$ cat src/design/bgs_pkg.sv
// ----------------------------------------------------------------------------
// bgs_pkg: shared types and constants for the blower and gate sequencer
// Holds the state encodings, the result mode codes, register indexes and
// reset values of the configuration registers.
// ----------------------------------------------------------------------------
package bgs_pkg;

    // Field and register widths
    localparam int unsigned ACTION_W   = 2;
    localparam int unsigned DUR_W      = 3;
    localparam int unsigned MAIN_TMR_W = 11;
    localparam int unsigned GATE_TMR_W = 8;
    localparam int unsigned WIPER_W    = 9;
    localparam int unsigned SHOTS_W    = 2;
    localparam int unsigned CODE_W     = 2;
    localparam int unsigned CFG_IDX_W  = 2;
    localparam int unsigned CFG_DATA_W = 11;

    // Input actions
    localparam logic [ACTION_W-1:0] ACT_TICK = 2'd0;
    localparam logic [ACTION_W-1:0] ACT_INIT = 2'd1;
    localparam logic [ACTION_W-1:0] ACT_FIRE = 2'd2;

    // Configuration register indexes
    localparam logic [CFG_IDX_W-1:0] REG_PURGE_TICKS  = 2'd0;
    localparam logic [CFG_IDX_W-1:0] REG_FIRE_PERIOD  = 2'd1;
    localparam logic [CFG_IDX_W-1:0] REG_SWING_TICKS  = 2'd2;
    localparam logic [CFG_IDX_W-1:0] REG_FIRE_SPEED   = 2'd3;

    // Reset values of the configuration registers
    localparam logic [MAIN_TMR_W-1:0] PURGE_TICKS_RST = 11'd500;
    localparam logic [MAIN_TMR_W-1:0] FIRE_PERIOD_RST = 11'd1750;
    localparam logic [GATE_TMR_W-1:0] SWING_TICKS_RST = 8'd75;
    localparam logic [WIPER_W-1:0]    FIRE_SPEED_RST  = 9'd23;

    // Wiper levels
    localparam logic [WIPER_W-1:0] WIPER_FULL = 9'd256;
    localparam logic [WIPER_W-1:0] WIPER_ZERO = 9'd0;

    // Fire duration clamp
    localparam logic [SHOTS_W-1:0] SHOTS_MIN = 2'd1;
    localparam logic [SHOTS_W-1:0] SHOTS_MAX = 2'd3;

    // Gate positions
    localparam logic [CODE_W-1:0] POS_UNSET = 2'd0;
    localparam logic [CODE_W-1:0] POS_BLOCK = 2'd1;
    localparam logic [CODE_W-1:0] POS_ONE   = 2'd2;
    localparam logic [CODE_W-1:0] POS_TWO   = 2'd3;

    // Sensor commands
    localparam logic [CODE_W-1:0] SENSE_NONE  = 2'd0;
    localparam logic [CODE_W-1:0] SENSE_START = 2'd1;
    localparam logic [CODE_W-1:0] SENSE_STOP  = 2'd2;

    // Mode codes reported on the result beat
    localparam logic [CODE_W-1:0] MAIN_CODE_OFF     = 2'd0;
    localparam logic [CODE_W-1:0] MAIN_CODE_PURGING = 2'd1;
    localparam logic [CODE_W-1:0] MAIN_CODE_READY   = 2'd2;
    localparam logic [CODE_W-1:0] MAIN_CODE_FIRING  = 2'd3;
    localparam logic [CODE_W-1:0] GATE_CODE_OFF     = 2'd0;
    localparam logic [CODE_W-1:0] GATE_CODE_BLOCK   = 2'd1;
    localparam logic [CODE_W-1:0] GATE_CODE_MOVE1   = 2'd2;
    localparam logic [CODE_W-1:0] GATE_CODE_MOVE2   = 2'd3;

    // State machines, one-hot
    typedef enum logic [3:0] {
        MAIN_OFF     = 4'b0001,
        MAIN_PURGING = 4'b0010,
        MAIN_READY   = 4'b0100,
        MAIN_FIRING  = 4'b1000
    } main_state_t;

    typedef enum logic [3:0] {
        GATE_OFF   = 4'b0001,
        GATE_BLOCK = 4'b0010,
        GATE_MOVE1 = 4'b0100,
        GATE_MOVE2 = 4'b1000
    } gate_state_t;

    function automatic logic [CODE_W-1:0] main_code(input main_state_t st);
        logic [CODE_W-1:0] code;
        case (st)
            MAIN_PURGING: code = MAIN_CODE_PURGING;
            MAIN_READY:   code = MAIN_CODE_READY;
            MAIN_FIRING:  code = MAIN_CODE_FIRING;
            default:      code = MAIN_CODE_OFF;
        endcase
        return code;
    endfunction

    function automatic logic [CODE_W-1:0] gate_code(input gate_state_t st);
        logic [CODE_W-1:0] code;
        case (st)
            GATE_BLOCK: code = GATE_CODE_BLOCK;
            GATE_MOVE1: code = GATE_CODE_MOVE1;
            GATE_MOVE2: code = GATE_CODE_MOVE2;
            default:    code = GATE_CODE_OFF;
        endcase
        return code;
    endfunction

endpackage

$ cat src/design/blower_and_gate_sequencer_core.sv
// ----------------------------------------------------------------------------
// blower_and_gate_sequencer_core: blower and gate servo sequencer
// An accepted input beat gives its result beat from the output register in the next cycle.
// Throughput: one beat per cycle; the single state update and the output
// register sustain that rate while the result side takes every beat.
// Reset: both machines off, timers and levels zero, gate unset, config
// registers at their defaults, no result pending.
// ----------------------------------------------------------------------------
module blower_and_gate_sequencer_core (
    input  logic                                clk,
    input  logic                                rst_n,
    // configuration write port
    input  logic                                cfg_we,
    input  logic [bgs_pkg::CFG_IDX_W-1:0]       cfg_index,
    input  logic [bgs_pkg::CFG_DATA_W-1:0]      cfg_data,
    // input channel
    input  logic                                in_valid,
    output logic                                in_stall,
    input  logic [bgs_pkg::ACTION_W-1:0]        action,
    input  logic [bgs_pkg::DUR_W-1:0]           fire_duration,
    // result channel
    output logic                                out_valid,
    input  logic                                out_stall,
    output logic [bgs_pkg::WIPER_W-1:0]         enable_wiper,
    output logic [bgs_pkg::WIPER_W-1:0]         speed_wiper,
    output logic [bgs_pkg::CODE_W-1:0]          gate_position,
    output logic [bgs_pkg::CODE_W-1:0]          sensor_command,
    output logic [bgs_pkg::CODE_W-1:0]          main_mode,
    output logic [bgs_pkg::CODE_W-1:0]          gate_mode,
    output logic                                fire_done
);

    // ------------------------------------------------------------------
    // Configuration registers
    // ------------------------------------------------------------------
    logic [bgs_pkg::MAIN_TMR_W-1:0] purge_ticks_reg;
    logic [bgs_pkg::MAIN_TMR_W-1:0] fire_period_reg;
    logic [bgs_pkg::GATE_TMR_W-1:0] swing_ticks_reg;
    logic [bgs_pkg::WIPER_W-1:0]    fire_speed_reg;

    always_ff @(posedge clk or negedge rst_n)
    begin
        if (!rst_n)
        begin
            purge_ticks_reg <= bgs_pkg::PURGE_TICKS_RST;
            fire_period_reg <= bgs_pkg::FIRE_PERIOD_RST;
            swing_ticks_reg <= bgs_pkg::SWING_TICKS_RST;
            fire_speed_reg  <= bgs_pkg::FIRE_SPEED_RST;
        end
        else if (cfg_we)
        begin
            case (cfg_index)
                bgs_pkg::REG_PURGE_TICKS: purge_ticks_reg <= cfg_data;
                bgs_pkg::REG_FIRE_PERIOD: fire_period_reg <= cfg_data;
                bgs_pkg::REG_SWING_TICKS:
                    swing_ticks_reg <= cfg_data[bgs_pkg::GATE_TMR_W-1:0];
                bgs_pkg::REG_FIRE_SPEED:
                    fire_speed_reg <= cfg_data[bgs_pkg::WIPER_W-1:0];
                default: ;
            endcase
        end
    end

    // ------------------------------------------------------------------
    // Sequencer state
    // ------------------------------------------------------------------
    bgs_pkg::main_state_t main_reg, main_next;
    bgs_pkg::gate_state_t gate_reg, gate_next;
    logic [bgs_pkg::MAIN_TMR_W-1:0] main_timer_reg, main_timer_next;
    logic [bgs_pkg::GATE_TMR_W-1:0] gate_timer_reg, gate_timer_next;
    logic [bgs_pkg::SHOTS_W-1:0]    shots_reg, shots_next;
    logic [bgs_pkg::WIPER_W-1:0]    enable_level_reg, enable_level_next;
    logic [bgs_pkg::WIPER_W-1:0]    speed_level_reg, speed_level_next;
    logic [bgs_pkg::CODE_W-1:0]     gate_level_reg, gate_level_next;
    logic [bgs_pkg::CODE_W-1:0]     sensor_next;
    logic                           done_next;

    // Output register: a beat is accepted whenever the result slot is free
    // or is being emptied in the same cycle.
    logic out_valid_reg, out_valid_next;
    logic in_accept;

    assign in_stall  = out_valid_reg & out_stall;
    assign in_accept = in_valid & ~in_stall;

    // Incremented timers carry one extra bit so a zero limit still expires.
    logic [bgs_pkg::MAIN_TMR_W:0] main_inc;
    logic [bgs_pkg::GATE_TMR_W:0] gate_inc;
    logic                         main_limit_hit;
    logic                         swing_hit;
    logic [bgs_pkg::SHOTS_W-1:0]  dur_clamped;
    logic [bgs_pkg::SHOTS_W-1:0]  shots_dec;
    logic [bgs_pkg::WIPER_W-1:0]  fire_speed_sat;

    always_comb
    begin
        main_inc = {1'b0, main_timer_reg} + 1'b1;
        gate_inc = {1'b0, gate_timer_reg} + 1'b1;
        // The firing period and the purge length share the main timer.
        if (main_reg == bgs_pkg::MAIN_FIRING)
            main_limit_hit = main_inc >= {1'b0, fire_period_reg};
        else
            main_limit_hit = main_inc >= {1'b0, purge_ticks_reg};
        swing_hit = gate_inc >= {1'b0, swing_ticks_reg};

        // Clamp the requested duration to one..three periods.
        if (fire_duration == '0)
            dur_clamped = bgs_pkg::SHOTS_MIN;
        else if (fire_duration > bgs_pkg::DUR_W'(bgs_pkg::SHOTS_MAX))
            dur_clamped = bgs_pkg::SHOTS_MAX;
        else
            dur_clamped = fire_duration[bgs_pkg::SHOTS_W-1:0];

        // An exhausted counter counts as the last period.
        shots_dec = (shots_reg != '0) ? shots_reg - 1'b1 : shots_reg;

        fire_speed_sat = (fire_speed_reg > bgs_pkg::WIPER_FULL) ? bgs_pkg::WIPER_FULL
                                                                : fire_speed_reg;
    end

    // ------------------------------------------------------------------
    // Next-state logic: one event per accepted beat
    // ------------------------------------------------------------------
    always_comb
    begin
        main_next         = main_reg;
        gate_next         = gate_reg;
        main_timer_next   = main_timer_reg;
        gate_timer_next   = gate_timer_reg;
        shots_next        = shots_reg;
        enable_level_next = enable_level_reg;
        speed_level_next  = speed_level_reg;
        gate_level_next   = gate_level_reg;
        sensor_next       = bgs_pkg::SENSE_NONE;
        done_next         = 1'b0;

        case (action)
            bgs_pkg::ACT_INIT:
            begin
                // Start purging with the blower enabled, speed at fastest, and block the gate.
                if (main_reg == bgs_pkg::MAIN_OFF)
                begin
                    main_next         = bgs_pkg::MAIN_PURGING;
                    main_timer_next   = '0;
                    enable_level_next = bgs_pkg::WIPER_FULL;
                    speed_level_next  = bgs_pkg::WIPER_ZERO;
                end
                if (gate_reg == bgs_pkg::GATE_OFF)
                begin
                    gate_next       = bgs_pkg::GATE_BLOCK;
                    gate_timer_next = '0;
                    gate_level_next = bgs_pkg::POS_BLOCK;
                end
            end

            bgs_pkg::ACT_FIRE:
            begin
                // Load the shot count in every main state.
                shots_next = dur_clamped;
                if (main_reg == bgs_pkg::MAIN_READY)
                begin
                    main_next         = bgs_pkg::MAIN_FIRING;
                    main_timer_next   = '0;
                    enable_level_next = bgs_pkg::WIPER_FULL;
                    speed_level_next  = fire_speed_sat;
                    sensor_next       = bgs_pkg::SENSE_START;
                end
                // The gate starts swinging even if the main side is busy.
                if (gate_reg == bgs_pkg::GATE_BLOCK)
                begin
                    gate_next       = bgs_pkg::GATE_MOVE1;
                    gate_timer_next = '0;
                    gate_level_next = bgs_pkg::POS_ONE;
                end
            end

            bgs_pkg::ACT_TICK:
            begin
                // Alternate the gate every swing period.
                if (gate_reg inside {bgs_pkg::GATE_MOVE1, bgs_pkg::GATE_MOVE2})
                begin
                    if (swing_hit)
                    begin
                        gate_timer_next = '0;
                        if (gate_reg == bgs_pkg::GATE_MOVE1)
                        begin
                            gate_next       = bgs_pkg::GATE_MOVE2;
                            gate_level_next = bgs_pkg::POS_TWO;
                        end
                        else
                        begin
                            gate_next       = bgs_pkg::GATE_MOVE1;
                            gate_level_next = bgs_pkg::POS_ONE;
                        end
                    end
                    else
                    begin
                        gate_timer_next = gate_inc[bgs_pkg::GATE_TMR_W-1:0];
                    end
                end

                if (main_reg == bgs_pkg::MAIN_PURGING)
                begin
                    if (main_limit_hit)
                    begin
                        main_next         = bgs_pkg::MAIN_READY;
                        main_timer_next   = '0;
                        enable_level_next = bgs_pkg::WIPER_ZERO;
                    end
                    else
                    begin
                        main_timer_next = main_inc[bgs_pkg::MAIN_TMR_W-1:0];
                    end
                end
                else if (main_reg == bgs_pkg::MAIN_FIRING)
                begin
                    if (main_limit_hit)
                    begin
                        main_timer_next = '0;
                        shots_next      = shots_dec;
                        if (shots_dec == '0)
                        begin
                            // Last period: stop the blower and park the gate now,
                            // overriding any swing taken above.
                            main_next         = bgs_pkg::MAIN_READY;
                            enable_level_next = bgs_pkg::WIPER_ZERO;
                            sensor_next       = bgs_pkg::SENSE_STOP;
                            done_next         = 1'b1;
                            if (gate_reg inside {bgs_pkg::GATE_MOVE1, bgs_pkg::GATE_MOVE2})
                            begin
                                gate_next       = bgs_pkg::GATE_BLOCK;
                                gate_timer_next = '0;
                                gate_level_next = bgs_pkg::POS_BLOCK;
                            end
                        end
                    end
                    else
                    begin
                        main_timer_next = main_inc[bgs_pkg::MAIN_TMR_W-1:0];
                    end
                end
            end

            default: ; // unused action code: hold everything
        endcase
    end

    // Hold the result beat until taken; load a new one on every accept.
    assign out_valid_next = in_accept | (out_valid_reg & out_stall);

    always_ff @(posedge clk or negedge rst_n)
    begin
        if (!rst_n)
        begin
            main_reg         <= bgs_pkg::MAIN_OFF;
            gate_reg         <= bgs_pkg::GATE_OFF;
            main_timer_reg   <= '0;
            gate_timer_reg   <= '0;
            shots_reg        <= '0;
            enable_level_reg <= bgs_pkg::WIPER_ZERO;
            speed_level_reg  <= bgs_pkg::WIPER_ZERO;
            gate_level_reg   <= bgs_pkg::POS_UNSET;
            out_valid_reg    <= 1'b0;
        end
        else
        begin
            out_valid_reg <= out_valid_next;
            if (in_accept)
            begin
                main_reg         <= main_next;
                gate_reg         <= gate_next;
                main_timer_reg   <= main_timer_next;
                gate_timer_reg   <= gate_timer_next;
                shots_reg        <= shots_next;
                enable_level_reg <= enable_level_next;
                speed_level_reg  <= speed_level_next;
                gate_level_reg   <= gate_level_next;
            end
        end
    end

    // Result payload registers: no reset needed, qualified by out_valid.
    logic [bgs_pkg::WIPER_W-1:0] enable_wiper_reg, speed_wiper_reg;
    logic [bgs_pkg::CODE_W-1:0]  gate_position_reg, sensor_command_reg;
    logic [bgs_pkg::CODE_W-1:0]  main_mode_reg, gate_mode_reg;
    logic                        fire_done_reg;

    always_ff @(posedge clk)
    begin
        if (in_accept)
        begin
            enable_wiper_reg   <= enable_level_next;
            speed_wiper_reg    <= speed_level_next;
            gate_position_reg  <= gate_level_next;
            sensor_command_reg <= sensor_next;
            main_mode_reg      <= bgs_pkg::main_code(main_next);
            gate_mode_reg      <= bgs_pkg::gate_code(gate_next);
            fire_done_reg      <= done_next;
        end
    end

    assign out_valid      = out_valid_reg;
    assign enable_wiper   = enable_wiper_reg;
    assign speed_wiper    = speed_wiper_reg;
    assign gate_position  = gate_position_reg;
    assign sensor_command = sensor_command_reg;
    assign main_mode      = main_mode_reg;
    assign gate_mode      = gate_mode_reg;
    assign fire_done      = fire_done_reg;

`ifndef NO_ASSERTIONS
    // Every accepted beat yields a result beat in the next cycle.
    a_accept_gives_result: assert property (@(posedge clk) disable iff (!rst_n)
        in_accept |=> out_valid)
        else $error("accepted beat produced no result");

    // The done pulse leaves the main machine ready.
    a_done_ready: assert property (@(posedge clk) disable iff (!rst_n)
        (out_valid && fire_done) |-> (main_mode == bgs_pkg::MAIN_CODE_READY))
        else $error("fire_done without ready main mode");

    // The done pulse parks a swinging gate in the same step.
    a_done_gate_parked: assert property (@(posedge clk) disable iff (!rst_n)
        (out_valid && fire_done) |->
            (gate_mode != bgs_pkg::GATE_CODE_MOVE1 && gate_mode != bgs_pkg::GATE_CODE_MOVE2))
        else $error("gate still moving after fire_done");

    // A start command only comes with entry into firing at full enable.
    a_start_firing: assert property (@(posedge clk) disable iff (!rst_n)
        (out_valid && sensor_command == bgs_pkg::SENSE_START) |->
            (main_mode == bgs_pkg::MAIN_CODE_FIRING && enable_wiper == bgs_pkg::WIPER_FULL))
        else $error("sensor start outside firing entry");

    // Machine states stay one-hot.
    a_onehot_states: assert property (@(posedge clk) disable iff (!rst_n)
        $onehot(main_reg) && $onehot(gate_reg))
        else $error("state register lost one-hot encoding");
`endif

endmodule
$ cat config.mk
export PLATFORM = sky130hd
export DESIGN_NAME = blower_and_gate_sequencer_core
export DESIGN_NICKNAME = d
export VERILOG_FILES = /design/src/design/bgs_pkg.sv /design/src/design/blower_and_gate_sequencer_core.sv
export SDC_FILE = /design/constraint.sdc
export NUM_CORES = 1
export LEC_CHECK = 0
export ABC_CLOCK_PERIOD_IN_PS = 3800
export BUFFER_PORTS_ARGS = -buffer_cell sky130_fd_sc_hd__buf_2
export CORE_MARGIN = 2
export CORE_UTILIZATION = 60
export DETAILED_ROUTE_END_ITERATION = 8
export GPL_ROUTABILITY_DRIVEN = 0
export HOLD_SLACK_MARGIN = 0.08
export PLACE_DENSITY = 0.89
export REMOVE_ABC_BUFFERS = 1
export SYNTH_ARGS = -nofsm -noshare
export SYNTH_HDL_FRONTEND = slang
export SYNTH_SLANG_ARGS = --single-unit
export TNS_END_PERCENT = 20
$ cat constraint.sdc
create_clock -name clk -period 3.8 [get_ports clk]
set_input_delay 0.38 -clock clk [delete_from_list [all_inputs] [get_ports clk]]
set_output_delay 0.38 -clock clk [all_outputs]
set_load 0.05 [all_outputs]
==> results of run 1 <==
==> area by class of cell <==
| type | instances | area (um^2) |
|---|---|---|
| multi-input cells | 421 | 3000 |
| fillers | 659 | 2870 |
| well taps | 136 | 170 |
| flip-flops and latches | 116 | 3070 |
| inverters | 42 | 158 |
| clock inverters | 11 | 76.3 |
| clock buffers | 21 | 470 |
| repair buffers | 70 | 423 |
==> metal layers <==
metal	routed length, um	GRT usage (%)	part of all wire, %
met1	6060	35.6	42
met2	7150	43.0	49
met3	881	6.25	6.1
met4	443	11.8	3.0
met5	0	0	0
==> power groups by stage <==
stage / registers (mW) / clock network (mW) / logic, mW
after global routing: 1.52 / 1.52 / 0.597
after floorplan: 1.56 / 0 / 0.306
after global placement: 1.52 / 0 / 0.490
after detailed placement: 1.52 / 0 / 0.517
after CTS: 1.50 / 1.47 / 0.532
final: 1.51 / 1.45 / 0.543
==> synth_stat cells, types with 6 or more instances <==
master and number:
nand2_1 77, dfrtp_1 66, inv_1 42, o21ai_0 37, ha_1 36, mux2_2 29, edfxtp_1 27, nand3_1 24
dfstp_2 23, nor2_1 22, nor2b_1 20, a21oi_1 19, a22o_1 19, clkbuf_1 18, o31ai_1 12, a21o_1 11
xnor2_1 11, xor2_1 10, and2_1 9, a31oi_1 6, and3_1 6
==> what timing repair did <==
item | CTS | global route
gates resized for setup | 1 | 9
buffers inserted | 0 | 8
pin swaps | 0 | 6
hold endpoints to repair | 53 | 0
endpoints found under the setup margin | 3 | 35
hold buffers | 4 | 0
==> metrics by stage <==
| stage | TNS, ps | util [%] | std cells |
|---|---|---|---|
| finish | 0 | 71.9 | 817 |
| global route | -51.9 | 71.9 | 817 |
| CTS | 0 | 70.7 | 809 |
| detailed placement | 0 | 64.9 | 773 |
| global placement | 0 | 64.9 | 773 |
| floorplan | 0 | - | 579 |
==> worst max path at each step <==
stage | startpoint | endpoint
after floorplan | gate_timer_reg[0] | gate_mode[1]
after global placement | main_timer_reg[0] | enable_wiper[2]
after detailed placement | main_timer_reg[0] | enable_wiper[5]
after CTS | main_timer_reg[0] | enable_wiper[3]
after global routing | gate_timer_reg[2] | gate_mode[0]
final | gate_timer_reg[2] | gate_mode[1]
==> layout by cell type (no fill, tap or decap), types with 23 or more instances in the layout <==
master / instances
mux2_2: 29
inv_1: 42
o21ai_0: 37
edfxtp_1: 27
ha_1: 36
buf_2: 50
dfstp_2: 23
nand2_1: 77
dfrtp_1: 66
nand3_1: 24
==> worst max-delay path, delay by kind of cell, from the launching register on <==
family | cells | cell delay [ps]
AOI/OAI and AO/OA | 4 | 1100
xor gates and xnor gates | 2 | 390
adders and majority gates | 1 | 270
DFF | 1 | 440
and+or+nand+nor | 6 | 1130
==> cell families (layout without fill, tap and decap cells) <==
logic type / count (synthesis) / in the layout
flops: 116 / 116
xor+xnor: 21 / 21
mux: 29 / 29
simple gates: 203 / 203
buf+inv: 67 / 144
fa+ha+maj: 36 / 36
compound gates: 132 / 132
==> impl_metrics.env, run 1 <==
export IMPL_status="completed"
export IMPL_period_share_pct=94.2
export IMPL_drv_cap=0
export IMPL_drive_gt1_share_pct=25.1
export IMPL_clkTransAtPathRegs_ps=60
export IMPL_r2r_end="gate_mode[1]"
export IMPL_antennaDiodeCount=0
export IMPL_start_util_pct=61.2
export IMPL_synth_edff_count=27
export IMPL_num_rows=37
export IMPL_synth_compound_area_share_pct=14.6
export IMPL_placed_cell_area_um2=6640
export IMPL_switching_share_pct=28.5
export IMPL_p_per_area_nw_per_um2=476
export IMPL_finalPower_mw=3.50
export IMPL_dp_slack_ps=36.2
export IMPL_boundaryPins=52
export IMPL_vias_per_cell=6.06
export IMPL_worstSetupPathType="flop to flop"
export IMPL_tightest_slew_ps=895
export IMPL_clkPwrFrac_pct=41.5
export IMPL_cts_tree="built"
export IMPL_drtAntennaViolNets=0
export IMPL_grt_pass1_vias=4778
export IMPL_p_seq_share_pct=43.0
export IMPL_finalSetupViolations=0
export IMPL_core_um2=10200
export IMPL_critPathArrivalTime_ps=3860
export IMPL_synth_top_cell_by_area="dfrtp_1"
export IMPL_leakagePower_nw=3.48
export IMPL_p_sw_mw=0.997
export IMPL_synth_cell_area_um2=6260
export IMPL_irDropWorstVdd_v=0.000249
export IMPL_port_buffers=51
export IMPL_synth_seq_cells=116
export IMPL_drt_wl_total_um=14500
export IMPL_cp_cell_sequence="and3_1 > and3_1 > nand3_1 > xnor2_1 > ha_1 > and3_1 > a221oi_1 > o211ai_1 > nor2_1 > a31oi_1 > o31ai_2 > xor2_1 > nor3b_1"
export IMPL_ctsHtreeMaxLevel=4
export IMPL_grt_ovfl_total=0
export IMPL_min_path_type="primary input to flop"
export IMPL_root_buffer="clkbuf_8"
export IMPL_via_count=4949
export IMPL_period_needed_ps=3580
export IMPL_drt_initial_drc_count=412
export IMPL_slowest_delay_ps=440
export IMPL_grt_max_degree=71
export IMPL_syn_avg_cell_area_um2=10.4
export IMPL_synth_adder_area_share_pct=7.20
export IMPL_synth_top_family_by_area="simple AND/OR/NAND/NOR gates"
export IMPL_insertion_delay_ps=540
export IMPL_maxSlewViolCount=0
export IMPL_cts_made_buffers=17
export IMPL_netlist_instances=604
export IMPL_startpoint_type="flop"
export IMPL_cp_max_fo=7
export IMPL_holdPathEnd="purge_ticks_reg[5]"
export IMPL_gr_usage_all_layers_pct=27.0
export IMPL_synthXorXnorAreaFrac_pct=2.94
export IMPL_synth_cell_types=62
export IMPL_crit_slowest_cell="dfrtp_1"
export IMPL_combPwrFrac_pct=15.5
export IMPL_synth_area_leaders="dfrtp_1 (26%), edfxtp_1 (13%), dfstp_2 (9.7%)"
export IMPL_synth_top_area_share_pct=26.4
export IMPL_die_x_um=106
export IMPL_p_int_mw=2.50
export IMPL_hold_viol_final=0
export IMPL_area_growth_pct=17.6
export IMPL_antenna_found_initial=0
export IMPL_setup_slack_ps=219
export IMPL_nets=727
export IMPL_required_ps=4080
export IMPL_r2r_start="gate_timer_reg[2]"
export IMPL_die_height_um=106
export IMPL_final_area_um2=7360
export IMPL_cp_end_kind="flop"
export IMPL_timing_fmax_mhz=279
export IMPL_drc=0
export IMPL_ys_flop_type="dfrtp_1"
export IMPL_grt_pass1_wl_um=23600
export IMPL_clockBufferDepth=2
export IMPL_crit_top_cell="and3_1"
export IMPL_r2r_cells=13
export IMPL_yosysSeqAreaShare_pct=49.0
export IMPL_clock_sinks=116
export IMPL_timing_slew_headroom_pct=40.4
export IMPL_avgRoutedWirePerCell_um=17.8
export IMPL_synth_async_reset_ratio_pct=76.7
export IMPL_r2r_slack_ps=220
export IMPL_whs_ps=104
export IMPL_min_from="cfg_data[5]"
export IMPL_synthMuxAreaShare_pct=5.22
export IMPL_yosys_area_share_simple_pct=16.9
export IMPL_dieArea_um2=11300
export IMPL_skew_ps=11.3
export IMPL_ys_warn_count=0
export IMPL_dr_pass1_iters=5
export IMPL_dp_hpwl_um=9650
export IMPL_hold_depth=3
Note: power is estimated with default switching activity, not from simulation.
==> inputs of run 2 (changes only) <==
--- a/config.mk
+++ b/config.mk
@@ -8,11 +8,11 @@
 export ABC_CLOCK_PERIOD_IN_PS = 3800
 export BUFFER_PORTS_ARGS = -buffer_cell sky130_fd_sc_hd__buf_2
 export CORE_MARGIN = 2
-export CORE_UTILIZATION = 60
+export CORE_UTILIZATION = 50
 export DETAILED_ROUTE_END_ITERATION = 8
 export GPL_ROUTABILITY_DRIVEN = 0
 export HOLD_SLACK_MARGIN = 0.08
-export PLACE_DENSITY = 0.89
+export PLACE_DENSITY = 0.78
 export REMOVE_ABC_BUFFERS = 1
 export SYNTH_ARGS = -nofsm -noshare
 export SYNTH_HDL_FRONTEND = slang
==> impl_metrics.env, run 2 (same netlist as run 1, synthesis figures left out) <==
export IMPL_status="completed"
export IMPL_rsz0062_at_grt="yes"
export IMPL_drtAntennaViolNets=0
export IMPL_hold_viol_final=0
export IMPL_via_count=4755
export IMPL_grt_pass1_wl_um=23400
export IMPL_tightest_slew_ps=911
export IMPL_worstSetupPathType="flop to flop"
export IMPL_slowest_delay_ps=450
export IMPL_antenna_found_initial=0
export IMPL_holdBufCountCts=0
export IMPL_timing_fmax_mhz=276
export IMPL_gr_usage_all_layers_pct=22.7
export IMPL_critPathArrivalTime_ps=3840
export IMPL_grt_pass1_vias=4730
export IMPL_drt_initial_drc_count=323
export IMPL_core_um2=12100
export IMPL_cts_tree="built"
export IMPL_whs_ps=49.1
export IMPL_irDropWorstVdd_v=0.000549
export IMPL_vias_per_cell=5.63
export IMPL_drive_gt1_share_pct=24.4
export IMPL_p_seq_share_pct=40.8
export IMPL_dr_pass1_iters=5
export IMPL_p_int_mw=2.68
export IMPL_cp_max_fo=7
export IMPL_die_height_um=116
export IMPL_insertion_delay_ps=420
export IMPL_switching_share_pct=27.3
export IMPL_drc=0
export IMPL_clockBufferDepth=2
export IMPL_drv_cap=0
export IMPL_finalSetupViolations=0
export IMPL_period_needed_ps=3630
export IMPL_dp_hpwl_um=9770
export IMPL_boundaryPins=52
export IMPL_crit_slowest_cell="dfrtp_1"
export IMPL_leakagePower_nw=3.47
export IMPL_dieArea_um2=13400
export IMPL_num_rows=40
export IMPL_r2r_cells=12
export IMPL_antennaDiodeCount=0
export IMPL_final_cell_mix="nand2_1 (77), dfrtp_1 (66), buf_2 (50)"
export IMPL_min_path_type="primary input to async pin"
export IMPL_avgRoutedWirePerCell_um=16.8
export IMPL_cp_end_kind="flop"
export IMPL_drt_wl_total_um=14200
export IMPL_combPwrFrac_pct=14.5
export IMPL_port_buffers=51
export IMPL_clkTransAtPathRegs_ps=60
export IMPL_cp_cell_sequence="ha_1 > nand4_1 > nor2_2 > xor2_1 > ha_1 > nand4_1 > nor4_1 > and4b_1 > or2_1 > a31oi_2 > xnor2_1 > nor4_1"
export IMPL_clock_sinks=116
export IMPL_grt_max_degree=67
export IMPL_use_met1_pct=29.0
export IMPL_grt_ovfl_total=0
export IMPL_area_growth_pct=18.0
export IMPL_final_common_cell="nand2_1"
export IMPL_tns_ps=0
export IMPL_use_met3_pct=4.71
export IMPL_grtUsageMet2_pct=37.5
export IMPL_start_util_pct=51.7
export IMPL_die_x_um=116
export IMPL_busiest_layer="met2"
export IMPL_root_buffer="clkbuf_16"
export IMPL_cts_made_buffers=17
export IMPL_ctsHtreeMaxLevel=4
export IMPL_period_share_pct=95.4
export IMPL_maxSlewViolCount=0
export IMPL_startpoint_type="flop"
export IMPL_skew_ps=8.25
export IMPL_p_per_area_nw_per_um2=500
export IMPL_clkPwrFrac_pct=44.7
export IMPL_required_ps=4010
export IMPL_p_sw_mw=1.01
export IMPL_timing_slew_headroom_pct=37.7
export IMPL_nets=723
==> run 2: cell count changes in the layout (fill, tap and decap cells not counted), moves of 2 or more <==
cell | previous run | this run
dlygate4sd3_1 | 4 | 0
bufinv_16 | 0 | 3
nor3b_4 | 2 | 0
nor2_2 | 3 | 1
clkinvlp_4 | 5 | 3
xnor2_1 | 9 | 11
inv_6 | 1 | 4
xnor2_2 | 2 | 0
clkbuf_8 | 3 | 1
clkinv_2 | 3 | 1
==> run 2: worst paths after layout <==
check	end	slack, ps	startpoint
setup / recovery	main_mode[0]	170	main_timer_reg[0]
hold / removal	main_timer_reg[6]	50	rst_n
setup reg to reg	main_mode[0]	170	main_timer_reg[0]
hold reg to reg	speed_level_reg[2]	480	speed_level_reg[2]
max in group asynchronous	gate_reg[0]	2890	rst_n
min in group clk	out_valid	170	in_valid
==> run 2: power by group through the flow <==
stage / logic, mW / clock network (mW) / registers, mW
final: 0.536 / 1.65 / 1.50
after global routing: 0.593 / 1.73 / 1.52
after CTS: 0.535 / 1.67 / 1.50
after detailed placement: 0.530 / 0 / 1.52
after global placement: 0.499 / 0 / 1.52
after floorplan: 0.306 / 0 / 1.56
==> run 2: layout make-up <==
type,count,area (um^2)
timing repair buffer,66,383
clock inverter,14,174
sequential,116,3070
multi-input combinational,421,2950
tap,168,210
clock buffer,18,439
inverter,42,158
fill,1023,4730
==> run 2: metrics by stage <==
step	cells	worst slack [ps]	area [um^2]	power, mW	util, %
floorplan	579	454	6160	1.87	-
global placement	808	375	6710	2.01	55.4
detailed placement	808	72.8	6710	2.05	55.4
CTS	840	35.1	7320	3.71	60.4
global route	845	-84.5	7380	3.84	61.0
finish	845	174	7380	3.69	61.0
==> run 2: layer usage <==
metal	up-vias	part of all wire, %
met5	-	0
met4	0	1.9
met3	22	4.4
met2	131	50
met1	2334	43
li1	2268	-
==> run 2: critical path: cells and delay by family (launching register included) <==
family	cells	cell delay [ps]
flip-flops	1	450
XOR/XNOR	2	430
AND/OR/NAND/NOR	7	1740
adder cells (fa/ha/maj)	2	500
AO/OA/AOI/OAI	1	290
==> run 2: repair_timing <==
item,4_1_cts,5_1_grt
endpoints found under the setup margin,0,18
setup buffers,0,5
gates resized for setup,0,3
